File: src/design/rvx_pkg.sv
`timescale 1ns / 1ps

package rvx_pkg;

  // major opcodes
  localparam logic [6:0] OPC_LUI    = 7'h37;
  localparam logic [6:0] OPC_AUIPC  = 7'h17;
  localparam logic [6:0] OPC_JAL    = 7'h6F;
  localparam logic [6:0] OPC_JALR   = 7'h67;
  localparam logic [6:0] OPC_BRANCH = 7'h63;
  localparam logic [6:0] OPC_LOAD   = 7'h03;
  localparam logic [6:0] OPC_STORE  = 7'h23;
  localparam logic [6:0] OPC_OPIMM  = 7'h13;
  localparam logic [6:0] OPC_OP     = 7'h33;
  localparam logic [6:0] OPC_SYSTEM = 7'h73;

  localparam logic [31:0] EBREAK_WORD = 32'h0010_0073;
  localparam logic [4:0]  REG_ZERO    = 5'd0;
  localparam logic [4:0]  REG_A0      = 5'd10;

  localparam logic [6:0] F7_BASE   = 7'h00;
  localparam logic [6:0] F7_ALT    = 7'h20;
  localparam logic [6:0] F7_MULDIV = 7'h01;

  // funct3 codes
  localparam logic [2:0] F3_ADD  = 3'd0;
  localparam logic [2:0] F3_SLL  = 3'd1;
  localparam logic [2:0] F3_SLT  = 3'd2;
  localparam logic [2:0] F3_SLTU = 3'd3;
  localparam logic [2:0] F3_XOR  = 3'd4;
  localparam logic [2:0] F3_SR   = 3'd5;
  localparam logic [2:0] F3_OR   = 3'd6;
  localparam logic [2:0] F3_AND  = 3'd7;
  localparam logic [2:0] F3_BEQ  = 3'd0;
  localparam logic [2:0] F3_BNE  = 3'd1;
  localparam logic [2:0] F3_BLT  = 3'd4;
  localparam logic [2:0] F3_BGE  = 3'd5;
  localparam logic [2:0] F3_BGEU = 3'd7;
  localparam logic [2:0] F3_LW   = 3'd2;
  localparam logic [2:0] F3_LBU  = 3'd4;
  localparam logic [2:0] F3_SB   = 3'd0;
  localparam logic [2:0] F3_SH   = 3'd1;
  localparam logic [2:0] F3_SW   = 3'd2;
  localparam logic [2:0] F3_JALR = 3'd0;
  localparam logic [2:0] F3_MUL  = 3'd0;
  localparam logic [2:0] F3_DIV  = 3'd4;
  localparam logic [2:0] F3_REM  = 3'd6;

  localparam logic OPER_EXEC   = 1'b0;
  localparam logic OPER_RETURN = 1'b1;

  localparam logic [1:0] ACC_NONE  = 2'd0;
  localparam logic [1:0] ACC_READ  = 2'd1;
  localparam logic [1:0] ACC_WRITE = 2'd2;

  localparam logic [2:0] SIZE_NONE = 3'd0;
  localparam logic [2:0] SIZE_B    = 3'd1;
  localparam logic [2:0] SIZE_H    = 3'd2;
  localparam logic [2:0] SIZE_W    = 3'd4;

  localparam logic [1:0] TRAP_NONE    = 2'd0;
  localparam logic [1:0] TRAP_EBREAK  = 2'd1;
  localparam logic [1:0] TRAP_INVALID = 2'd2;

  typedef enum logic [3:0] {
    K_LUI, K_AUIPC, K_JAL, K_JALR, K_BRANCH, K_LOAD, K_STORE, K_ALUI, K_ALU,
    K_MUL, K_DIV, K_REM, K_EBREAK, K_INVALID, K_RETURN
  } kind_t;

  // imm carries the load data for a load return
  typedef struct packed {
    kind_t       kind;
    logic [2:0]  f3;
    logic        alt;
    logic [4:0]  rd;
    logic [4:0]  rs1;
    logic [4:0]  rs2;
    logic [31:0] imm;
    logic [31:0] pc;
  } dec_t;

  typedef struct packed {
    logic [31:0] next_pc;
    logic [1:0]  access_kind;
    logic [31:0] access_address;
    logic [2:0]  access_size;
    logic [31:0] store_data;
    logic        write_valid;
    logic [4:0]  write_index;
    logic [31:0] write_value;
    logic [1:0]  trap_kind;
    logic [31:0] trap_value;
  } result_t;

  typedef enum logic [1:0] {B_IDLE, B_EXEC, B_DIV, B_DONE} bstate_t;

endpackage

File: src/design/rvx_if.sv
`timescale 1ns / 1ps

interface rvx_in_if;
  logic        valid;
  logic        ready;
  logic        operation;
  logic [31:0] instruction;
  logic [31:0] pc;
  logic [31:0] load_data;
  modport source(output valid, operation, instruction, pc, load_data, input ready);
  modport sink(input valid, operation, instruction, pc, load_data, output ready);
endinterface


File: src/design/rvx_front.sv
`timescale 1ns / 1ps

module rvx_front #(
  parameter int DEPTH = 2
) (
  input  logic          clk,
  input  logic          rst_n,
  rvx_in_if.sink        in_ch,
  output rvx_pkg::dec_t head,
  output logic          head_valid,
  input  logic          pop
);

  localparam int PW = (DEPTH > 1) ? $clog2(DEPTH) : 1;
  localparam int CW = $clog2(DEPTH + 1);

  rvx_pkg::dec_t dec;
  rvx_pkg::dec_t q_r [DEPTH];
  logic [PW-1:0] wr_ptr_r;
  logic [PW-1:0] rd_ptr_r;
  logic [CW-1:0] cnt_r;
  logic          push;
  logic [31:0]   i;
  logic [6:0]    f7;
  logic [31:0]   imm_i;
  logic [31:0]   imm_s;
  logic [31:0]   imm_b;
  logic [31:0]   imm_u;
  logic [31:0]   imm_j;

  always_comb begin
    i     = in_ch.instruction;
    f7    = i[31:25];
    imm_i = {{20{i[31]}}, i[31:20]};
    imm_s = {{20{i[31]}}, i[31:25], i[11:7]};
    imm_b = {{19{i[31]}}, i[31], i[7], i[30:25], i[11:8], 1'b0};
    imm_u = {i[31:12], 12'b0};
    imm_j = {{11{i[31]}}, i[31], i[19:12], i[20], i[30:21], 1'b0};

    dec.kind = rvx_pkg::K_INVALID;
    dec.f3   = i[14:12];
    dec.alt  = 1'b0;
    dec.rd   = i[11:7];
    dec.rs1  = i[19:15];
    dec.rs2  = i[24:20];
    dec.imm  = imm_i;
    dec.pc   = in_ch.pc;

    if (in_ch.operation == rvx_pkg::OPER_RETURN) begin
      dec.kind = rvx_pkg::K_RETURN;
      dec.imm  = in_ch.load_data;
    end else begin
      unique case (i[6:0])
        rvx_pkg::OPC_LUI: begin
          dec.kind = rvx_pkg::K_LUI;
          dec.imm  = imm_u;
        end
        rvx_pkg::OPC_AUIPC: begin
          dec.kind = rvx_pkg::K_AUIPC;
          dec.imm  = imm_u;
        end
        rvx_pkg::OPC_JAL: begin
          dec.kind = rvx_pkg::K_JAL;
          dec.imm  = imm_j;
        end
        rvx_pkg::OPC_JALR: begin
          if (dec.f3 == rvx_pkg::F3_JALR) dec.kind = rvx_pkg::K_JALR;
        end
        rvx_pkg::OPC_BRANCH: begin
          dec.imm = imm_b;
          unique case (dec.f3)
            rvx_pkg::F3_BEQ, rvx_pkg::F3_BNE, rvx_pkg::F3_BLT, rvx_pkg::F3_BGE,
            rvx_pkg::F3_BGEU: dec.kind = rvx_pkg::K_BRANCH;
            default: dec.kind = rvx_pkg::K_INVALID;
          endcase
        end
        rvx_pkg::OPC_LOAD: begin
          if (dec.f3 == rvx_pkg::F3_LBU || dec.f3 == rvx_pkg::F3_LW) begin
            dec.kind = rvx_pkg::K_LOAD;
          end
        end
        rvx_pkg::OPC_STORE: begin
          dec.imm = imm_s;
          if (dec.f3 == rvx_pkg::F3_SB || dec.f3 == rvx_pkg::F3_SH ||
              dec.f3 == rvx_pkg::F3_SW) begin
            dec.kind = rvx_pkg::K_STORE;
          end
        end
        rvx_pkg::OPC_OPIMM: begin
          unique case (dec.f3)
            rvx_pkg::F3_ADD, rvx_pkg::F3_SLTU, rvx_pkg::F3_XOR,
            rvx_pkg::F3_AND: dec.kind = rvx_pkg::K_ALUI;
            rvx_pkg::F3_SLL: begin
              if (f7 == rvx_pkg::F7_BASE) dec.kind = rvx_pkg::K_ALUI;
            end
            rvx_pkg::F3_SR: begin
              if (f7 == rvx_pkg::F7_BASE || f7 == rvx_pkg::F7_ALT) begin
                dec.kind = rvx_pkg::K_ALUI;
                dec.alt  = i[30];
              end
            end
            default: dec.kind = rvx_pkg::K_INVALID;
          endcase
        end
        rvx_pkg::OPC_OP: begin
          dec.alt = i[30];
          if (f7 == rvx_pkg::F7_BASE) begin
            if (dec.f3 != rvx_pkg::F3_SLT) dec.kind = rvx_pkg::K_ALU;
          end else if (f7 == rvx_pkg::F7_ALT) begin
            if (dec.f3 == rvx_pkg::F3_ADD || dec.f3 == rvx_pkg::F3_SR) begin
              dec.kind = rvx_pkg::K_ALU;
            end
          end else if (f7 == rvx_pkg::F7_MULDIV) begin
            if (dec.f3 == rvx_pkg::F3_MUL) dec.kind = rvx_pkg::K_MUL;
            else if (dec.f3 == rvx_pkg::F3_DIV) dec.kind = rvx_pkg::K_DIV;
            else if (dec.f3 == rvx_pkg::F3_REM) dec.kind = rvx_pkg::K_REM;
          end
        end
        rvx_pkg::OPC_SYSTEM: begin
          if (i == rvx_pkg::EBREAK_WORD) begin
            dec.kind = rvx_pkg::K_EBREAK;
            dec.rs1  = rvx_pkg::REG_A0;
          end
        end
        default: dec.kind = rvx_pkg::K_INVALID;
      endcase
    end
  end

  assign in_ch.ready = (cnt_r != CW'(DEPTH));
  assign push        = in_ch.valid && in_ch.ready;
  assign head        = q_r[rd_ptr_r];
  assign head_valid  = (cnt_r != '0);

  always_ff @(posedge clk) begin
    if (!rst_n) begin
      wr_ptr_r <= '0;
      rd_ptr_r <= '0;
      cnt_r    <= '0;
    end else begin
      if (push) begin
        wr_ptr_r <= (wr_ptr_r == PW'(DEPTH - 1)) ? '0 : wr_ptr_r + 1'b1;
      end
      if (pop) begin
        rd_ptr_r <= (rd_ptr_r == PW'(DEPTH - 1)) ? '0 : rd_ptr_r + 1'b1;
      end
      case ({push, pop})
        2'b10:   cnt_r <= cnt_r + 1'b1;
        2'b01:   cnt_r <= cnt_r - 1'b1;
        default: cnt_r <= cnt_r;
      endcase
    end
  end

  always_ff @(posedge clk) begin
    if (push) begin
      q_r[wr_ptr_r] <= dec;
    end
  end

endmodule

File: src/flat_wrapper.sv
// flat-port wrapper written by rule: the top's interface ports become plain ports
module rvx_front_flat 
#(
  parameter int DEPTH = 2
)
  (clk, rst_n, head, head_valid, pop, in_ch_valid, in_ch_operation, in_ch_instruction, in_ch_pc, in_ch_load_data, in_ch_ready);
  rvx_in_if in_ch_i ();
  input  logic clk;
  input  logic rst_n;
  output rvx_pkg::dec_t head;
  output logic head_valid;
  input  logic pop;
  input wire logic [$bits(in_ch_i.valid)-1:0] in_ch_valid;
  input wire logic [$bits(in_ch_i.operation)-1:0] in_ch_operation;
  input wire logic [$bits(in_ch_i.instruction)-1:0] in_ch_instruction;
  input wire logic [$bits(in_ch_i.pc)-1:0] in_ch_pc;
  input wire logic [$bits(in_ch_i.load_data)-1:0] in_ch_load_data;
  output wire logic [$bits(in_ch_i.ready)-1:0] in_ch_ready;
  assign in_ch_i.valid = in_ch_valid;
  assign in_ch_i.operation = in_ch_operation;
  assign in_ch_i.instruction = in_ch_instruction;
  assign in_ch_i.pc = in_ch_pc;
  assign in_ch_i.load_data = in_ch_load_data;
  assign in_ch_ready = in_ch_i.ready;
  rvx_front #(.DEPTH(DEPTH)) u_core (.clk(clk), .rst_n(rst_n), .in_ch(in_ch_i), .head(head), .head_valid(head_valid), .pop(pop));
endmodule
File: config.mk
export PLATFORM = sky130hd
export DESIGN_NAME = rvx_front_flat
export DESIGN_NICKNAME = d
export VERILOG_FILES = /design/src/design/rvx_pkg.sv /design/src/design/rvx_if.sv /design/src/design/rvx_front.sv /design/src/flat_wrapper.sv
export SDC_FILE = /design/constraint.sdc
export NUM_CORES = 1
export LEC_CHECK = 0
export ABC_AREA = 1
export BUFFER_PORTS_ARGS = -buffer_cell sky130_fd_sc_hd__buf_2
export CORE_MARGIN = 4
export CORE_UTILIZATION = 58
export DETAILED_ROUTE_END_ITERATION = 6
export PLACE_DENSITY = 0.94
export SLEW_MARGIN = 10
export SYNTH_ARGS = -nofsm -noshare
export SYNTH_HDL_FRONTEND = slang
export SYNTH_SLANG_ARGS = --single-unit
File: constraint.sdc
create_clock -name clk -period 11.6 [get_ports clk]
set_input_delay 1.74 -clock clk [delete_from_list [all_inputs] [get_ports clk]]
set_output_delay 1.74 -clock clk [all_outputs]
set_load 0.02 [all_outputs]
### Yosys cells after proc, flatten, opt, wreduce, memory -nomap -nowiden

Memories as Yosys holds them, arrays and structs flattened. A register that Yosys moved wholly into a read port is not among the register bits.
Cells that the tools add are included.

* output and inout port bits: 89
* word-level logic and storage cells: 79
* input bits: 101
* bits in writable memories: 174
* flip-flop bits (word level): 4
* memories: 1

* equal/unequal tests: 24
* $add $sub $neg: 4
* reductions and logical operators: 13
* multiplexer cells: 34

Memories
* u_core.q_r: words 2, bits a word 87, read ports 1, clocked after memory_dff 1, write ports 1, line rvx_front.sv:18 `rvx_pkg::dec_t q_r [DEPTH];`

Operators with widths (count)
* one-hot mux 31 bit (4 select lines): 1
* 2-to-1 mux 4 bit: 12
* one-hot mux 4 bit (10 select lines): 1
* == test 32 x 21 -> 1 bit (second input constant): 1
* 2-to-1 mux 32 bit: 1
* == test 7 x 6 -> 1 bit (second input constant): 4
* == test 7 bit (second input constant): 4
* 2-to-1 mux 5 bit: 3
* == test 7 x 5 -> 1 bit (second input constant): 2
* == test 3 bit (second input constant): 4
* one-hot mux 4 bit (3 select lines): 1
* 2-to-1 mux 1 bit: 10
* 2-to-1 mux 3 bit: 3
* == test 7 x 1 -> 1 bit (second input constant): 1
* == test 7 x 2 -> 1 bit (second input constant): 1
* logical NOT 7 bit: 1
* == test 3 x 2 -> 1 bit (second input constant): 2
* logical OR 1 bit: 5
* OR reduction 5 bit: 1
* one-hot mux 2 bit (2 select lines): 1
* nonzero test 2 bit: 2
* OR reduction 4 bit: 1
* == test 3 x 1 -> 1 bit (second input constant): 1
* logical NOT 3 bit: 1
* 10 further kinds: 11

### Depth between registers and ports, before layout

* depth in word-level cells: 9
* gate-level depth with buffers: 10
* depth with buffers taken out: 10

### Worst setup path after synthesis

Ideal clock, no wire load.

* path type: input to register
* from: in in_ch_valid
* to: mem u_core.q_r[0][0] (netlist name), enable pin
* data arrival time: 5.484 ns
* cell stages on the path: 2
* data required time: 11.067 ns
* setup slack: 5.583 ns
* buffers on the path: 0
* library setup time: 0.533 ns
* cell sequence: nand2_1 nor2_1

* cells in the longest elaborated chain, start to end: 3

Ends and longest elaborated chain
* start: declaration: line flat_wrapper.sv:13 `input wire logic [$bits(in_ch_i.valid)-1:0] in_ch_valid;`
* logical AND 1 bit: line rvx_front.sv:131 `assign push = in_ch.valid && in_ch.ready;`
* 2-to-1 mux 1 bit: line rvx_front.sv:156 `if (push) begin`
* 2-to-1 mux 1 bit (not written as such): line rvx_front.sv:157 `q_r[wr_ptr_r] <= dec;`
* end: declaration: line rvx_front.sv:18

No other way between the ends.

==> summary.txt <==
STA
  • Setup WS post-layout: 7487 ps
  • # setup viols final: 0
  • Slew HR: 0.2278
  • Final clock skew: a little over 7 ps
  • Worst-margin pin slew: 1151 ps
  • Final hold vios: 0
  • Fmax: around 240 MHz
  • Fraction of the cycle the final worst path needs: 0.3545
  • Post-route setup TNS: 0 ps
  • Hold slack final: ~500 ps
  • Final Max Slew Viols: 0
  • Minimum clock period: approximately 4000 ps
  • RSZ-0062 raised after global routing: no

Setup path
  • Critical Path Start Type: register
  • Crit path kind: register to output pin
  • Reg2reg setup slack: roughly 9000 ps
  • Capture point of the worst path: head[60]
  • Reg2Reg Depth: 5
  • Arr. time, crit path: 2370 ps
  • Worst reg2reg startpoint: u_core.cnt_r[0]$_SDFFE_PN0P_
  • Worst Path Max Fanout: 55
  • Nature of the critical path endpoint: output pin
  • R2R Path End: u_core.q_r[0][75]$_DFFE_PP_
  • CP Data Required Time: around 9900 ps

Finish
  • Fin util: 0.7183
  • Share of cells above drive strength 1: 0.4131
  • Most frequent cells in the layout: buf_2 (189), edfxtp_1 (174), mux2_2 (87)
  • Post-route insts no fill: approximately 970
  • Commonest non-fill, non-tap cell in the layout: buf_2
  • Fin area: approximately 0.0095 sq mm
  • Layout fillers: slightly below 900
  • Nets@finish: 883
  • Syn-to-layout area delta: 21.83%

Floorplan
  • Die height: between 100 and 150 um
  • Die W: around 120 um
  • Initial core utilization: 0.5895
  • FP Rows: 42
  • # IOs: 190
  • Core Box Area: 0.01319 sq mm
  • Die area: about 0.015 sq mm

Run
  • Max-cap violation count: 0

Placement
  • DP Cell Count: roughly 940
  • Detailed-placement wirelength estimate: 12220 um
  • GPL Wtd Cong: 0.9003
  • Port Buf Inserts: around 190
  • Placed Area: approximately 0.0089 sq mm
  • Pre-CTS setup slack: 7669 ps

Synth
  • EDFF count, synth: around 170
  • Distinct cells, synth: 29
  • Cell count after synthesis: 591
  • Ys async rst share: 0
  • Commonest register cell after synthesis: edfxtp_1
  • Mapped cell area: ~0.0078 sq mm
  • Syn Nets: between 600 and 700
  • YS warnings: 0
  • Avg Inst Size Synth: ~13 sq um
  • Synth Register Bits: about 180
  • Sequential element share of the synthesized area: 0.6848

Power and ir drop
  • P_leak: 3.784 nW
  • Final Power: around 1.6 mW
  • Worst vdd ir: about 0.082 mV
  • Pwr/cell area: 165.8 mW/mm^2

CTS
  • Longest Clk Path Bufs: 2
  • Hold_buf cts: 0
  • Setup Buffers After CTS: 0
  • Clock transition at path regs: ~60 ps
  • Number of buffers created by CTS: 17
  • Worst-Skew Late Latency: 420 ps
  • Post_cts resized: 0
  • CTS tree: done
  • Clock net sink count: approximately 180
  • Clock root buffer: clkbuf_16
  • H-Tree Depth: 4

Routing
  • Post-DR wirelength/cell: between 15 and 20 um
  • Routed Antenna Nets: 0
  • Vias: between 5000 and 6000
  • DRC violations left: 0
  • 1st-iter DRT viols: approximately 400
  • Vias per cell: roughly 5.5
  • Routed WL: roughly 17000 um
  • DR pass1 iterations: 5

Global route
  • Gr usage total: 0.2265
  • Overflow after GRT: 0
  • Pin count of the biggest net entering global routing: 61
  • First-pass GRT wire length: 25780 um
  • Initial antenna violation count: 2
  • Number of global-route vias before repair: between 5000 and 6000

Status
  • Status: completed

Worst hold path
  • Worst min path class: register to register
## registers in the layout, summed over array words and instances (netlist names), named ones only
| name | cells |
|---|---|
| u_core.q_r | 174 |
| u_core.wr_ptr_r | 1 |
| u_core.rd_ptr_r | 1 |
| u_core.cnt_r | 2 |
## final cells by class
type                       count  area [sq um]  area share
inverter                      55         209.0     0.02205
sequential                   179          5329      0.5625
multi-input combinational    336          2157      0.2277
antenna                        1         2.502   0.0002641
tap                          176         220.2     0.02324
clock inverter                14         158.9     0.01677
timing repair buffer         192         968.4      0.1022
clock buffer                  18         429.2     0.04530
## Yosys cell counts, types with 3 or more instances
cell type	instances	area, sq um
o22ai_1	12	75.07
nand2_1	67	251.5
buf_2	11	55.05
nor3_1	7	35.03
clkbuf_1	9	33.78
o31ai_1	5	37.54
nand2_4	3	33.78
nand2_2	3	18.77
inv_2	5	18.77
a21oi_1	18	90.09
nand3_1	21	105.1
inv_1	49	183.9
nand4_1	4	25.02
o21ai_0	14	70.07
mux2_2	87	979.7
dfxtp_1	5	100.1
nor2_1	83	311.6
edfxtp_1	174	5225
## routing by layer
metal  global-route usage  up-vias  wire [um]
met5                    0        -         25
met4              0.07612        4        301
met3              0.06040       28       1623
met2               0.3839      258       8536
met1               0.2830     2539       6815
li1                     -     2486          -
## worst min-delay path by stage
stage / from / end / slack (ps) / cells after the start
floorplan: u_core.cnt_r[1]$_SDFFE_PN0P_ / u_core.cnt_r[1]$_SDFFE_PN0P_ / 460 / 2
global placement: u_core.cnt_r[1]$_SDFFE_PN0P_ / u_core.cnt_r[1]$_SDFFE_PN0P_ / 470 / 2
detailed placement: u_core.cnt_r[1]$_SDFFE_PN0P_ / u_core.cnt_r[1]$_SDFFE_PN0P_ / 490 / 2
CTS: u_core.cnt_r[1]$_SDFFE_PN0P_ / u_core.cnt_r[1]$_SDFFE_PN0P_ / 500 / 2
global route: u_core.rd_ptr_r$_SDFFE_PN0P_ / register / 550 / 2
finish: u_core.cnt_r[1]$_SDFFE_PN0P_ / u_core.cnt_r[1]$_SDFFE_PN0P_ / 500 / 2
## cells by family (layout without fill, tap and decap cells)
family | Yosys count | after routing | share of synthesized area
adders and majority gates | 1 | 1 | 0.001609
buffers and inverters | 76 | 279 | 0.03974
DFF | 179 | 179 | 0.6848
other | 0 | 1 | 0
muxes | 87 | 87 | 0.1260
AOI/OAI and AO/OA | 55 | 55 | 0.04200
and+or+nand+nor | 193 | 193 | 0.1059
## worst max-delay path, stage by stage (launching register included)
cell	delay, ps
dfxtp_4	630
buf_4	690
mux2_2	430
buf_2	160
## where the power goes
group	internal, mW	total (mW)	switching (mW)
logic	0.0800	0.222	0.142
registers	0.769	0.784	0.0145
clock network	0.337	0.564	0.227
No activity file was read; power rests on OpenSTA's default activity.
