**src/design/rvx_pkg.sv**
```systemverilog
`timescale 1ns / 1ps

package rvx_pkg;

  // major opcodes
  localparam logic [6:0] OPC_LUI    = 7'h37;
  localparam logic [6:0] OPC_AUIPC  = 7'h17;
  localparam logic [6:0] OPC_JAL    = 7'h6F;
  localparam logic [6:0] OPC_JALR   = 7'h67;
  localparam logic [6:0] OPC_BRANCH = 7'h63;
  localparam logic [6:0] OPC_LOAD   = 7'h03;
  localparam logic [6:0] OPC_STORE  = 7'h23;
  localparam logic [6:0] OPC_OPIMM  = 7'h13;
  localparam logic [6:0] OPC_OP     = 7'h33;
  localparam logic [6:0] OPC_SYSTEM = 7'h73;

  localparam logic [31:0] EBREAK_WORD = 32'h0010_0073;
  localparam logic [4:0]  REG_ZERO    = 5'd0;
  localparam logic [4:0]  REG_A0      = 5'd10;

  localparam logic [6:0] F7_BASE   = 7'h00;
  localparam logic [6:0] F7_ALT    = 7'h20;
  localparam logic [6:0] F7_MULDIV = 7'h01;

  // funct3 codes
  localparam logic [2:0] F3_ADD  = 3'd0;
  localparam logic [2:0] F3_SLL  = 3'd1;
  localparam logic [2:0] F3_SLT  = 3'd2;
  localparam logic [2:0] F3_SLTU = 3'd3;
  localparam logic [2:0] F3_XOR  = 3'd4;
  localparam logic [2:0] F3_SR   = 3'd5;
  localparam logic [2:0] F3_OR   = 3'd6;
  localparam logic [2:0] F3_AND  = 3'd7;
  localparam logic [2:0] F3_BEQ  = 3'd0;
  localparam logic [2:0] F3_BNE  = 3'd1;
  localparam logic [2:0] F3_BLT  = 3'd4;
  localparam logic [2:0] F3_BGE  = 3'd5;
  localparam logic [2:0] F3_BGEU = 3'd7;
  localparam logic [2:0] F3_LW   = 3'd2;
  localparam logic [2:0] F3_LBU  = 3'd4;
  localparam logic [2:0] F3_SB   = 3'd0;
  localparam logic [2:0] F3_SH   = 3'd1;
  localparam logic [2:0] F3_SW   = 3'd2;
  localparam logic [2:0] F3_JALR = 3'd0;
  localparam logic [2:0] F3_MUL  = 3'd0;
  localparam logic [2:0] F3_DIV  = 3'd4;
  localparam logic [2:0] F3_REM  = 3'd6;

  localparam logic OPER_EXEC   = 1'b0;
  localparam logic OPER_RETURN = 1'b1;

  localparam logic [1:0] ACC_NONE  = 2'd0;
  localparam logic [1:0] ACC_READ  = 2'd1;
  localparam logic [1:0] ACC_WRITE = 2'd2;

  localparam logic [2:0] SIZE_NONE = 3'd0;
  localparam logic [2:0] SIZE_B    = 3'd1;
  localparam logic [2:0] SIZE_H    = 3'd2;
  localparam logic [2:0] SIZE_W    = 3'd4;

  localparam logic [1:0] TRAP_NONE    = 2'd0;
  localparam logic [1:0] TRAP_EBREAK  = 2'd1;
  localparam logic [1:0] TRAP_INVALID = 2'd2;

  typedef enum logic [3:0] {
    K_LUI, K_AUIPC, K_JAL, K_JALR, K_BRANCH, K_LOAD, K_STORE, K_ALUI, K_ALU,
    K_MUL, K_DIV, K_REM, K_EBREAK, K_INVALID, K_RETURN
  } kind_t;

  // imm carries the load data for a load return
  typedef struct packed {
    kind_t       kind;
    logic [2:0]  f3;
    logic        alt;
    logic [4:0]  rd;
    logic [4:0]  rs1;
    logic [4:0]  rs2;
    logic [31:0] imm;
    logic [31:0] pc;
  } dec_t;

  typedef struct packed {
    logic [31:0] next_pc;
    logic [1:0]  access_kind;
    logic [31:0] access_address;
    logic [2:0]  access_size;
    logic [31:0] store_data;
    logic        write_valid;
    logic [4:0]  write_index;
    logic [31:0] write_value;
    logic [1:0]  trap_kind;
    logic [31:0] trap_value;
  } result_t;

  typedef enum logic [1:0] {B_IDLE, B_EXEC, B_DIV, B_DONE} bstate_t;

endpackage

```
**src/design/rvx_if.sv**
```systemverilog


interface rvx_out_if;
  logic        valid;
  logic        ready;
  logic [31:0] next_pc;
  logic [1:0]  access_kind;
  logic [31:0] access_address;
  logic [2:0]  access_size;
  logic [31:0] store_data;
  logic        write_valid;
  logic [4:0]  write_index;
  logic [31:0] write_value;
  logic [1:0]  trap_kind;
  logic [31:0] trap_value;
  modport source(output valid, next_pc, access_kind, access_address, access_size, store_data,
                 write_valid, write_index, write_value, trap_kind, trap_value, input ready);
  modport sink(input valid, next_pc, access_kind, access_address, access_size, store_data,
               write_valid, write_index, write_value, trap_kind, trap_value, output ready);
endinterface

```
**src/design/rvx_ram.sv**
```systemverilog
`timescale 1ns / 1ps

module rvx_ram #(
  parameter int WIDTH = 32,
  parameter int DEPTH = 32
) (
  input  logic                     clk,
  input  logic                     we,
  input  logic [$clog2(DEPTH)-1:0] waddr,
  input  logic [WIDTH-1:0]         wdata,
  input  logic                     re,
  input  logic [$clog2(DEPTH)-1:0] raddr0,
  input  logic [$clog2(DEPTH)-1:0] raddr1,
  output logic [WIDTH-1:0]         rdata0,
  output logic [WIDTH-1:0]         rdata1
);

  logic [WIDTH-1:0] mem_r [DEPTH];

  always_ff @(posedge clk) begin
    if (we) begin
      mem_r[waddr] <= wdata;
    end
    if (re) begin
      rdata0 <= mem_r[raddr0];
      rdata1 <= mem_r[raddr1];
    end
  end

endmodule

```
**src/design/rvx_div.sv**
```systemverilog
`timescale 1ns / 1ps

module rvx_div (
  input  logic        clk,
  input  logic        rst_n,
  input  logic        start,
  input  logic [31:0] dividend,
  input  logic [31:0] divisor,
  output logic        done,
  output logic [31:0] quotient,
  output logic [31:0] remainder
);

  logic        busy_r;
  logic        done_r;
  logic [4:0]  cnt_r;
  logic [31:0] quo_r;
  logic [31:0] rem_r;
  logic [31:0] dvs_r;
  logic [32:0] trial;
  logic [32:0] diff;
  logic        ge;

  // one quotient bit per cycle, restoring
  always_comb begin
    trial = {rem_r, quo_r[31]};
    diff  = trial - {1'b0, dvs_r};
    ge    = trial >= {1'b0, dvs_r};
  end

  always_ff @(posedge clk) begin
    if (!rst_n) begin
      busy_r <= 1'b0;
      done_r <= 1'b0;
      cnt_r  <= '0;
    end else begin
      done_r <= busy_r && (cnt_r == 5'd31);
      if (start) begin
        busy_r <= 1'b1;
        cnt_r  <= '0;
      end else if (busy_r) begin
        cnt_r <= cnt_r + 5'd1;
        if (cnt_r == 5'd31) begin
          busy_r <= 1'b0;
        end
      end
    end
  end

  always_ff @(posedge clk) begin
    if (start) begin
      quo_r <= dividend;
      rem_r <= '0;
      dvs_r <= divisor;
    end else if (busy_r) begin
      quo_r <= {quo_r[30:0], ge};
      rem_r <= ge ? diff[31:0] : trial[31:0];
    end
  end

  assign done      = done_r;
  assign quotient  = quo_r;
  assign remainder = rem_r;

endmodule

```
**src/design/rvx_back.sv**
```systemverilog
`timescale 1ns / 1ps

module rvx_back (
  input  logic          clk,
  input  logic          rst_n,
  input  rvx_pkg::dec_t head,
  input  logic          head_valid,
  output logic          pop,
  rvx_out_if.source     out_ch
);

  rvx_pkg::bstate_t state_r;
  rvx_pkg::bstate_t state_nxt;
  rvx_pkg::dec_t    item_r;
  rvx_pkg::result_t ex;
  rvx_pkg::result_t wres_r;
  rvx_pkg::result_t out_r;
  logic        out_valid_r;
  logic [31:0] valid_r;
  logic        rv0_r;
  logic        rv1_r;
  logic [31:0] rdata0;
  logic [31:0] rdata1;
  logic [31:0] s1;
  logic [31:0] s2;
  logic [31:0] opb;
  logic [31:0] sum;
  logic [31:0] alu;
  logic [63:0] prod;
  logic [31:0] pc4;
  logic        take;
  logic        is_div;
  logic        exec_en;
  logic        fin;
  logic        rf_we;
  logic        load_pending_r;
  logic [4:0]  load_dst_r;
  logic        load_byte_r;
  logic        div_done;
  logic [31:0] quo;
  logic [31:0] rem;
  logic        neg_q_r;
  logic        neg_r_r;
  logic        bzero_r;
  logic [31:0] a_r;
  logic [31:0] div_res;
  logic [31:0] load_val;

  rvx_ram #(.WIDTH(32), .DEPTH(32)) u_rf (
    .clk    (clk),
    .we     (rf_we),
    .waddr  (wres_r.write_index),
    .wdata  (wres_r.write_value),
    .re     (pop),
    .raddr0 (head.rs1),
    .raddr1 (head.rs2),
    .rdata0 (rdata0),
    .rdata1 (rdata1)
  );

  // registers never written read as zero
  assign s1     = rv0_r ? rdata0 : '0;
  assign s2     = rv1_r ? rdata1 : '0;
  assign is_div = (item_r.kind == rvx_pkg::K_DIV) || (item_r.kind == rvx_pkg::K_REM);

  rvx_div u_div (
    .clk       (clk),
    .rst_n     (rst_n),
    .start     (exec_en && is_div),
    .dividend  (s1[31] ? 32'd0 - s1 : s1),
    .divisor   (s2[31] ? 32'd0 - s2 : s2),
    .done      (div_done),
    .quotient  (quo),
    .remainder (rem)
  );

  always_comb begin
    state_nxt = state_r;
    unique case (state_r)
      rvx_pkg::B_IDLE: if (head_valid) state_nxt = rvx_pkg::B_EXEC;
      rvx_pkg::B_EXEC: state_nxt = is_div ? rvx_pkg::B_DIV : rvx_pkg::B_DONE;
      rvx_pkg::B_DIV:  if (div_done) state_nxt = rvx_pkg::B_DONE;
      rvx_pkg::B_DONE: if (!out_valid_r || out_ch.ready) state_nxt = rvx_pkg::B_IDLE;
      default:         state_nxt = rvx_pkg::B_IDLE;
    endcase
  end

  always_comb begin
    pop     = (state_r == rvx_pkg::B_IDLE) && head_valid;
    exec_en = (state_r == rvx_pkg::B_EXEC);
    fin     = (state_r == rvx_pkg::B_DONE) && (!out_valid_r || out_ch.ready);
    rf_we   = fin && wres_r.write_valid;
  end

  always_comb begin
    opb  = (item_r.kind == rvx_pkg::K_ALU) ? s2 : item_r.imm;
    sum  = s1 + opb;
    prod = s1 * s2;
    pc4  = item_r.pc + 32'd4;
    case (item_r.f3)
      rvx_pkg::F3_ADD:  alu = item_r.alt ? s1 - opb : sum;
      rvx_pkg::F3_SLL:  alu = s1 << opb[4:0];
      rvx_pkg::F3_SLTU: alu = {31'd0, s1 < opb};
      rvx_pkg::F3_XOR:  alu = s1 ^ opb;
      rvx_pkg::F3_SR:   alu = item_r.alt ? 32'($signed(s1) >>> opb[4:0]) : s1 >> opb[4:0];
      rvx_pkg::F3_OR:   alu = s1 | opb;
      rvx_pkg::F3_AND:  alu = s1 & opb;
      default:          alu = '0;
    endcase
    case (item_r.f3)
      rvx_pkg::F3_BEQ:  take = (s1 == s2);
      rvx_pkg::F3_BNE:  take = (s1 != s2);
      rvx_pkg::F3_BLT:  take = ($signed(s1) < $signed(s2));
      rvx_pkg::F3_BGE:  take = ($signed(s1) >= $signed(s2));
      rvx_pkg::F3_BGEU: take = (s1 >= s2);
      default:          take = 1'b0;
    endcase
    load_val = load_byte_r ? {24'd0, item_r.imm[7:0]} : item_r.imm;

    ex             = '0;
    ex.next_pc     = pc4;
    ex.write_index = item_r.rd;
    unique case (item_r.kind)
      rvx_pkg::K_LUI:   ex.write_value = item_r.imm;
      rvx_pkg::K_AUIPC: ex.write_value = item_r.pc + item_r.imm;
      rvx_pkg::K_JAL: begin
        ex.write_value = pc4;
        ex.next_pc     = item_r.pc + item_r.imm;
      end
      rvx_pkg::K_JALR: begin
        ex.write_value = pc4;
        ex.next_pc     = {sum[31:1], 1'b0};
      end
      rvx_pkg::K_BRANCH: if (take) ex.next_pc = item_r.pc + item_r.imm;
      rvx_pkg::K_LOAD: begin
        ex.access_kind    = rvx_pkg::ACC_READ;
        ex.access_address = sum;
        ex.access_size    = (item_r.f3 == rvx_pkg::F3_LBU) ? rvx_pkg::SIZE_B : rvx_pkg::SIZE_W;
      end
      rvx_pkg::K_STORE: begin
        ex.access_kind    = rvx_pkg::ACC_WRITE;
        ex.access_address = s1 + item_r.imm;
        ex.store_data     = s2;
        case (item_r.f3)
          rvx_pkg::F3_SB: ex.access_size = rvx_pkg::SIZE_B;
          rvx_pkg::F3_SH: ex.access_size = rvx_pkg::SIZE_H;
          default:        ex.access_size = rvx_pkg::SIZE_W;
        endcase
      end
      rvx_pkg::K_ALUI, rvx_pkg::K_ALU: ex.write_value = alu;
      rvx_pkg::K_MUL: ex.write_value = prod[31:0];
      rvx_pkg::K_DIV, rvx_pkg::K_REM: ex.write_value = '0;
      rvx_pkg::K_EBREAK: begin
        ex.trap_kind  = rvx_pkg::TRAP_EBREAK;
        ex.trap_value = s1;
      end
      rvx_pkg::K_INVALID: ex.trap_kind = rvx_pkg::TRAP_INVALID;
      rvx_pkg::K_RETURN: begin
        ex.next_pc     = '0;
        ex.write_index = load_dst_r;
        ex.write_value = load_val;
      end
      default: ex.trap_kind = rvx_pkg::TRAP_INVALID;
    endcase

    // which kinds write a register at all
    case (item_r.kind)
      rvx_pkg::K_LUI, rvx_pkg::K_AUIPC, rvx_pkg::K_JAL, rvx_pkg::K_JALR, rvx_pkg::K_ALUI,
      rvx_pkg::K_ALU, rvx_pkg::K_MUL, rvx_pkg::K_DIV, rvx_pkg::K_REM:
        ex.write_valid = (item_r.rd != rvx_pkg::REG_ZERO);
      rvx_pkg::K_RETURN:
        ex.write_valid = load_pending_r && (load_dst_r != rvx_pkg::REG_ZERO);
      default:
        ex.write_valid = 1'b0;
    endcase
    if (!ex.write_valid) begin
      ex.write_index = '0;
      ex.write_value = '0;
    end

    if (item_r.kind == rvx_pkg::K_DIV) begin
      div_res = bzero_r ? '1 : (neg_q_r ? 32'd0 - quo : quo);
    end else begin
      div_res = bzero_r ? a_r : (neg_r_r ? 32'd0 - rem : rem);
    end
  end

  always_ff @(posedge clk) begin
    if (!rst_n) begin
      state_r        <= rvx_pkg::B_IDLE;
      valid_r        <= '0;
      out_valid_r    <= 1'b0;
      load_pending_r <= 1'b0;
      load_dst_r     <= '0;
      load_byte_r    <= 1'b0;
    end else begin
      state_r <= state_nxt;
      if (rf_we) begin
        valid_r[wres_r.write_index] <= 1'b1;
      end
      if (fin) begin
        out_valid_r <= 1'b1;
      end else if (out_ch.ready) begin
        out_valid_r <= 1'b0;
      end
      if (exec_en && item_r.kind == rvx_pkg::K_LOAD) begin
        load_pending_r <= 1'b1;
        load_dst_r     <= item_r.rd;
        load_byte_r    <= (item_r.f3 == rvx_pkg::F3_LBU);
      end else if (exec_en && item_r.kind == rvx_pkg::K_RETURN) begin
        load_pending_r <= 1'b0;
      end
    end
  end

  always_ff @(posedge clk) begin
    if (pop) begin
      item_r <= head;
      rv0_r  <= valid_r[head.rs1];
      rv1_r  <= valid_r[head.rs2];
    end
    if (exec_en) begin
      wres_r  <= ex;
      neg_q_r <= s1[31] ^ s2[31];
      neg_r_r <= s1[31];
      bzero_r <= (s2 == '0);
      a_r     <= s1;
    end else if (div_done && wres_r.write_valid) begin
      wres_r.write_value <= div_res;
    end
    if (fin) begin
      out_r <= wres_r;
    end
  end

  assign out_ch.valid          = out_valid_r;
  assign out_ch.next_pc        = out_r.next_pc;
  assign out_ch.access_kind    = out_r.access_kind;
  assign out_ch.access_address = out_r.access_address;
  assign out_ch.access_size    = out_r.access_size;
  assign out_ch.store_data     = out_r.store_data;
  assign out_ch.write_valid    = out_r.write_valid;
  assign out_ch.write_index    = out_r.write_index;
  assign out_ch.write_value    = out_r.write_value;
  assign out_ch.trap_kind      = out_r.trap_kind;
  assign out_ch.trap_value     = out_r.trap_value;

endmodule

```
**src/flat_wrapper.sv**
```systemverilog
// flat-port wrapper written by rule: the top's interface ports become plain ports
module rvx_back_flat 
  (clk, rst_n, head, head_valid, pop, out_ch_valid, out_ch_next_pc, out_ch_access_kind, out_ch_access_address, out_ch_access_size, out_ch_store_data, out_ch_write_valid, out_ch_write_index, out_ch_write_value, out_ch_trap_kind, out_ch_trap_value, out_ch_ready);
  rvx_out_if out_ch_i ();
  input  logic clk;
  input  logic rst_n;
  input  rvx_pkg::dec_t head;
  input  logic head_valid;
  output logic pop;
  output wire logic [$bits(out_ch_i.valid)-1:0] out_ch_valid;
  output wire logic [$bits(out_ch_i.next_pc)-1:0] out_ch_next_pc;
  output wire logic [$bits(out_ch_i.access_kind)-1:0] out_ch_access_kind;
  output wire logic [$bits(out_ch_i.access_address)-1:0] out_ch_access_address;
  output wire logic [$bits(out_ch_i.access_size)-1:0] out_ch_access_size;
  output wire logic [$bits(out_ch_i.store_data)-1:0] out_ch_store_data;
  output wire logic [$bits(out_ch_i.write_valid)-1:0] out_ch_write_valid;
  output wire logic [$bits(out_ch_i.write_index)-1:0] out_ch_write_index;
  output wire logic [$bits(out_ch_i.write_value)-1:0] out_ch_write_value;
  output wire logic [$bits(out_ch_i.trap_kind)-1:0] out_ch_trap_kind;
  output wire logic [$bits(out_ch_i.trap_value)-1:0] out_ch_trap_value;
  input wire logic [$bits(out_ch_i.ready)-1:0] out_ch_ready;
  assign out_ch_valid = out_ch_i.valid;
  assign out_ch_next_pc = out_ch_i.next_pc;
  assign out_ch_access_kind = out_ch_i.access_kind;
  assign out_ch_access_address = out_ch_i.access_address;
  assign out_ch_access_size = out_ch_i.access_size;
  assign out_ch_store_data = out_ch_i.store_data;
  assign out_ch_write_valid = out_ch_i.write_valid;
  assign out_ch_write_index = out_ch_i.write_index;
  assign out_ch_write_value = out_ch_i.write_value;
  assign out_ch_trap_kind = out_ch_i.trap_kind;
  assign out_ch_trap_value = out_ch_i.trap_value;
  assign out_ch_i.ready = out_ch_ready;
  rvx_back u_core (.clk(clk), .rst_n(rst_n), .head(head), .head_valid(head_valid), .pop(pop), .out_ch(out_ch_i));
endmodule
```
**config.mk**
```make
export PLATFORM = sky130hd
export DESIGN_NAME = rvx_back_flat
export DESIGN_NICKNAME = d
export VERILOG_FILES = /design/src/design/rvx_pkg.sv /design/src/design/rvx_if.sv /design/src/design/rvx_ram.sv /design/src/design/rvx_div.sv /design/src/design/rvx_back.sv /design/src/flat_wrapper.sv
export SDC_FILE = /design/constraint.sdc
export NUM_CORES = 2
export LEC_CHECK = 0
export ABC_AREA = 1
export BUFFER_PORTS_ARGS = -buffer_cell sky130_fd_sc_hd__buf_2
export CORE_AREA = 8 8 612 614
export CTS_CLUSTER_SIZE = 25
export DETAILED_ROUTE_END_ITERATION = 6
export DIE_AREA = 0 0 620 622
export HOLD_SLACK_MARGIN = 0.12
export PLACE_DENSITY_LB_ADDON = 0.3
export SLEW_MARGIN = 20
export SYNTH_ARGS = -nofsm -noshare
export SYNTH_HDL_FRONTEND = slang
export SYNTH_SLANG_ARGS = --single-unit
```
**constraint.sdc**
```tcl
create_clock -name clk -period 16.8 [get_ports clk]
set_input_delay 1.68 -clock clk [delete_from_list [all_inputs] [get_ports clk]]
set_output_delay 1.68 -clock clk [all_outputs]
set_load 0.05 [all_outputs]
```
# Word level (Yosys, flattened, before mapping)
# Memories as Yosys holds them, arrays and structs flattened. A register that Yosys moved wholly into a read port is not among the register bits.
# Cells that the tools add are included.
# word_totals
ff_bits,605
mem_bits_rw,1024
inputBits,91
out_inout_bits,175
elab_cells,183
memories,1
# classes
n_addsub,11
multipliers,1
n_lt_le_gt_ge,9
eq_ne,28
shift,3
mux,50
n_bitwise,6
n_reduce_logical,29
# memory_table
name,depth,word_bits,read_ports,rd_ports_with_merged_regs,write_ports,line,source
u_core.u_rf.mem_r,32,32,2,2,1,rvx_ram.sv:18,logic [WIDTH-1:0] mem_r [DEPTH];
# op_table
operator,count
$mux W32,19
$pmux W32 S7,1
$pmux W32 S6,1
$pmux W32 S4,1
$sub A1 B32 Y32 const A,4
$add A32 B32 Y32,3
$pmux W37 S2,1
$ge A32 B32 Y1,2
$lt A32 B32 Y1,2
$or A32 B32 Y32,2
$sub A32 B32 Y32,2
$ge A33 B32 Y1,1
$add A32 B3 Y32 const B,1
$and A32 B32 Y32,1
$eq A32 B32 Y1,1
$logic_not A32 Y1,1
$mul A32 B32 Y32,1
$ne A32 B32 Y1,1
$shl A32 B5 Y32,1
$shr A32 B5 Y32,1
$sshr A32 B5 Y32,1
$xor A32 B32 Y32,1
$mux W31,1
$eq A4 B4 Y1 const B,6
other kinds (39),81

# Longest topological paths before layout
# depth
ltp_word,8
mapped_depth,39
depth_no_buf,35

# Modules after synthesis
# A second synthesis with hierarchy kept.
# unflattened
cells_unflattened,14097
hier_area_um2,114969.0
# modules_own_cells
module,instances,cells_per_inst,area_per_inst_um2
rvx_ram,1,5999,54447.2
rvx_back,1,7106,53722.8
rvx_div,1,992,6799.0

# Worst setup path before layout
# OpenSTA, ideal clock, no wires.
# synth_path
path_kind,input -> register
start,input out_ch_ready
end,"memory u_core.u_rf.mem_r[24][0], enable pin"
arrival_time_ns,11.235
required_ns,16.377
setup_slack_ns,5.143
stages,8
cell_sequence,inv_1 -> nand2_1 -> inv_1 -> nor2_1 -> nand2_1 -> inv_1 -> nand4_1 -> nor2_1
# synth_between
elab_chain_cells,5
# synth_rtl
item,line,source
"start, declared",flat_wrapper.sv:21,input wire logic [$bits(out_ch_i.ready)-1:0] out_ch_ready;
$logic_or A1 B1 Y1,rvx_back.sv:91,fin = (state_r == rvx_pkg::B_DONE) && (!out_valid_r || out_ch.ready);
$logic_and A1 B1 Y1,rvx_back.sv:91,
named net u_core.fin,rvx_back.sv:34,logic fin;
$logic_and A1 B1 Y1,rvx_back.sv:92,rf_we = fin && wres_r.write_valid;
$mux W1,rvx_ram.sv:21,if (we) begin
$mux W1 (implied by the code),rvx_ram.sv:22,mem_r[waddr] <= wdata;
"end, declared",rvx_ram.sv:18,
# The timed path passes the listed nets, and every way through them passes these cells.

# Final worst setup path
# layout_path
start,register u_core.rv0_r
end,"register u_core.wres_r[64] (netlist bit), data pin"
# layout_between
elab_chain_cells,7
word_cells_on_any_way,16
classes_between,2 x add/sub; 1 x mul; 3 x shift; 7 x mux; 3 x bitwise
# layout_rtl
item,line,source
"start, declared",rvx_back.sv:20,logic rv0_r;
"start signal, assigned",rvx_back.sv:219,rv0_r <= valid_r[head.rs1];
$mux W32 (*),rvx_back.sv:62,assign s1 = rv0_r ? rdata0 : '0;
named net u_core.s1[11],rvx_back.sv:24,logic [31:0] s1;
branches (longest 3 deep; another with $mul A32 B32 Y32),n/a,
$pmux W32 S6 (*),rvx_back.sv:123,unique case (item_r.kind)
$mux W32 (*),rvx_back.sv:176,if (!ex.write_valid) begin
$mux W32 (*),rvx_back.sv:222,if (exec_en) begin
"end, declared",rvx_back.sv:16,rvx_pkg::result_t wres_r;
# Mark *: on every way through the listed nets, which the timed path passes.
# A chain may end at the register's enable or synchronous reset.

==> results.cfg <==
[clock_network]
root_buffer = clkbuf_16
htreeDepth = 4
cts_setup_buffers = 0
clkLatencyLatePin_ps = 930
cts_buffer_depth = 4
hold_buffers = 0
cts_buffers = 190
clkTransAtPathRegs_ps = 60
post_cts_resized = 0
cts_sinks = 1692
cts_tree = built

[detailed_routing]
wire_per_inst_um = 29.0
via_count = 98500
drt_iter0_markers = 13500
dr.pass1.iters = 7
ant_nets = 0
drc = 3
via_per_inst = 5.71
wirelength_um = 501000

[hold_path]
hp-class = reg2reg

[logic_synthesis]
synth.area.top_cells = edfxtp_1 (44%), fa_1 (7.6%), o21ai_0 (7.5%), nor2_1 (7.0%), nand2_1 (6.3%)
yosysSeqAreaShare = 0.460
syn-num-nets = 13200
ys_ff_latch = 1692
async_flop_share = 0
ys.flop_type = edfxtp_1
synthCells = 12300
synth.most_common_cell = nor2_1
yosys.area.top_type_share = 0.445
ys_types = 73
synth_top_cell_by_area = edfxtp_1
synth_edf_count = 1611
yosysWarnings = 0
yosys-top-cells-count = nor2_1 (2024), nand2_1 (1817), o21ai_0 (1628)
synth_area_per_cell_um2 = 8.86
synth_area_um2 = 109000

[critical_path]
worstPathArrival_ps = 9860
setup.worst_path.class = reg2reg
reg2reg_to = u_core.wres_r[64]$_DFFE_PP_
crit_start = u_core.rv0_r$_DFFE_PP_
rrSetupSlack_ps = 7620
r2r_cells = 27
cp_common_cell = fa_1
crit_end = u_core.wres_r[64]$_DFFE_PP_
cpPeakStageDelay_ps = 790
cp-end-kind = register
worstPathRequired_ps = 17470
cp_top_family = adder cells
cpMaxStageDelayCell = inv_2
critical_path_buf_inv_count = 8
cp.depth = 27
path_max_fanout = 32
start_kind = register
worstReg2RegStart = u_core.rv0_r$_DFFE_PP_

[die]
die_h_um = 622
die_area_um2 = 386000
coreArea_um2 = 364000
row_count = 222
start_util = 0.298
die_x_um = 620
ios = 266

[placed_design]
placed_area_um2 = 116000
dp_hpwl_um = 332000
place_inst = 16900
routabilityCongestion = 1.01
port-buffer-count = 265

[sta]
fmax_mhz = 109
fin_crit_ps = 9180
rsz0062_at_grt = false
finalCritPeriodShare = 0.547
max_slew_margin = 0.130
tightest_slew_ps = 1310
finalHoldViolCount = 0
final_max_slew_viol_count = 0
tns_ps = 0
fin_skew_ps = 127
setup_viol = 0

[global_route]
antenna_found_initial = 43
track_usage = 0.248
grt_pass1_vias = 93000
grt_pass1_wl_um = 697000
grt_max_degree = 174
overflow = 0

[final_layout]
drive_gt1_frac = 0.0797
layout.cells.non_filler = 17300
regArea_um2 = 50000
finalInstanceArea_um2 = 122000
syn2layout_area_growth_pct = 12.2
multi_input_area_um2 = 52000
num-fill-cells = 37800
layout.nets = 13200

[power_and_ir_drop]
combPwrFrac = 0.558
sw_frac_of_total = 0.491
p_sw_mw = 11.2
leakagePower_nw = 46.5
power_density_nw_per_um2 = 186
clkPwrFrac = 0.184
power_frac_seq = 0.258
vdd_drop_max_mv = 0.363
p_int_mw = 11.5

[status]
status = finished, violations left
violations = DRC

[job]
cap_viol_max_count = 0
[kinds of logic after synthesis]
group	after synthesis	share of synthesized area
muxes	5	0.000460
AOI/OAI and AO/OA	3064	0.166
and+or+nand+nor	4702	0.176
DFF	1692	0.460
buffers and inverters	1850	0.0652
xor gates and xnor gates	182	0.0147
adders and majority gates	784	0.119
[layout by cell type (no fill, tap or decap), types with 50 or more instances in the layout]
master / instances
nor2_1: 1986
nand2_1: 1812
o21ai_0: 1627
edfxtp_1: 1611
inv_1: 1043
nand3_1: 559
a21oi_1: 453
fa_1: 413
o221ai_1: 408
ha_1: 370
buf_4: 281
buf_2: 259
clkbuf_16: 196
o22ai_1: 170
xor2_1: 126
a31oi_1: 104
nor3_1: 92
dfxtp_1: 81
nand4_1: 79
clkinv_1: 58
a32oi_1: 57
xnor2_1: 56
o211ai_1: 50
[flip-flops by register name (all words and copies together), names as in the netlist, 5 cells and up]
register	flops
u_core.out_ch.trap_value	32
u_core.item_r	77
u_core.a_r	32
u_core.u_div.quotient	32
u_core.out_ch.access_address	32
u_core.load_dst_r	5
u_core.u_div.dvs_r	32
u_core.wres_r	173
u_core.u_div.cnt_r	5
u_core.out_ch.store_data	32
u_core.out_ch.write_index	5
u_core.out_ch.next_pc	32
u_core.u_rf.mem_r	1024
u_core.u_rf.rdata0	32
u_core.u_rf.rdata1	32
u_core.u_div.remainder	32
u_core.out_ch.write_value	32
u_core.valid_r	32
[worst min-delay path by stage]
stage | from | end | cells after the start
5_1_grt | u_core.wres_r[127]$_DFFE_PP_ | u_core.out_ch.access_address[20]$_DFFE_PP_ | 0
3_5_place_dp | u_core.wres_r[130]$_DFFE_PP_ | u_core.out_ch.access_address[23]$_DFFE_PP_ | 0
4_1_cts | u_core.wres_r[127]$_DFFE_PP_ | u_core.out_ch.access_address[20]$_DFFE_PP_ | 0
2_1_floorplan | u_core.wres_r[107]$_DFFE_PP_ | u_core.out_ch.access_address[0]$_DFFE_PP_ | 0
3_3_place_gp | u_core.wres_r[124]$_DFFE_PP_ | u_core.out_ch.access_address[17]$_DFFE_PP_ | 0
6_report | u_core.wres_r[127]$_DFFE_PP_ | u_core.out_ch.access_address[20]$_DFFE_PP_ | 0
[per-stage QoR]
| step | power, mW | setup slack (ps) | hold slack (ps) | util |
|---|---|---|---|---|
| after floorplan | 13.5 | 5140 | 400 | - |
| after global placement | 18.3 | 7740 | 401 | 0.318 |
| after detailed placement | 18.3 | 7800 | 405 | 0.318 |
| after CTS | 22.5 | 7780 | 404 | 0.335 |
| after global routing | 23.9 | 7240 | 405 | 0.335 |
| final | 22.7 | 7620 | 397 | 0.335 |
[power by group through the flow]
stage	Combinational (mW)	Clock (mW)	Sequential [mW]
after floorplan	7.36	0	6.11
after global placement	12.4	0	5.94
after detailed placement	12.3	0	5.93
after CTS	12.4	4.24	5.85
after global routing	13.7	4.39	5.87
final	12.7	4.18	5.85
[per-layer routing]
layer | global-route usage | up-vias | wire length [µm]
met5 | 0 | - | 173
met4 | 0.142 | 30 | 34500
met3 | 0.0457 | 1363 | 50800
met2 | 0.380 | 6040 | 217000
met1 | 0.328 | 48400 | 198000
li1 | - | 42700 | -
[layout make-up]
cell class / instances / area share
inverter: 1102 / 0.0343
tap: 4816 / 0.0494
clock buffer: 238 / 0.0422
sequential: 1692 / 0.410
clock inverter: 97 / 0.00758
timing repair buffer: 556 / 0.0300
antenna: 24 / 0.000492
multi-input combinational: 8737 / 0.426
(Power assumes the default switching activity.)
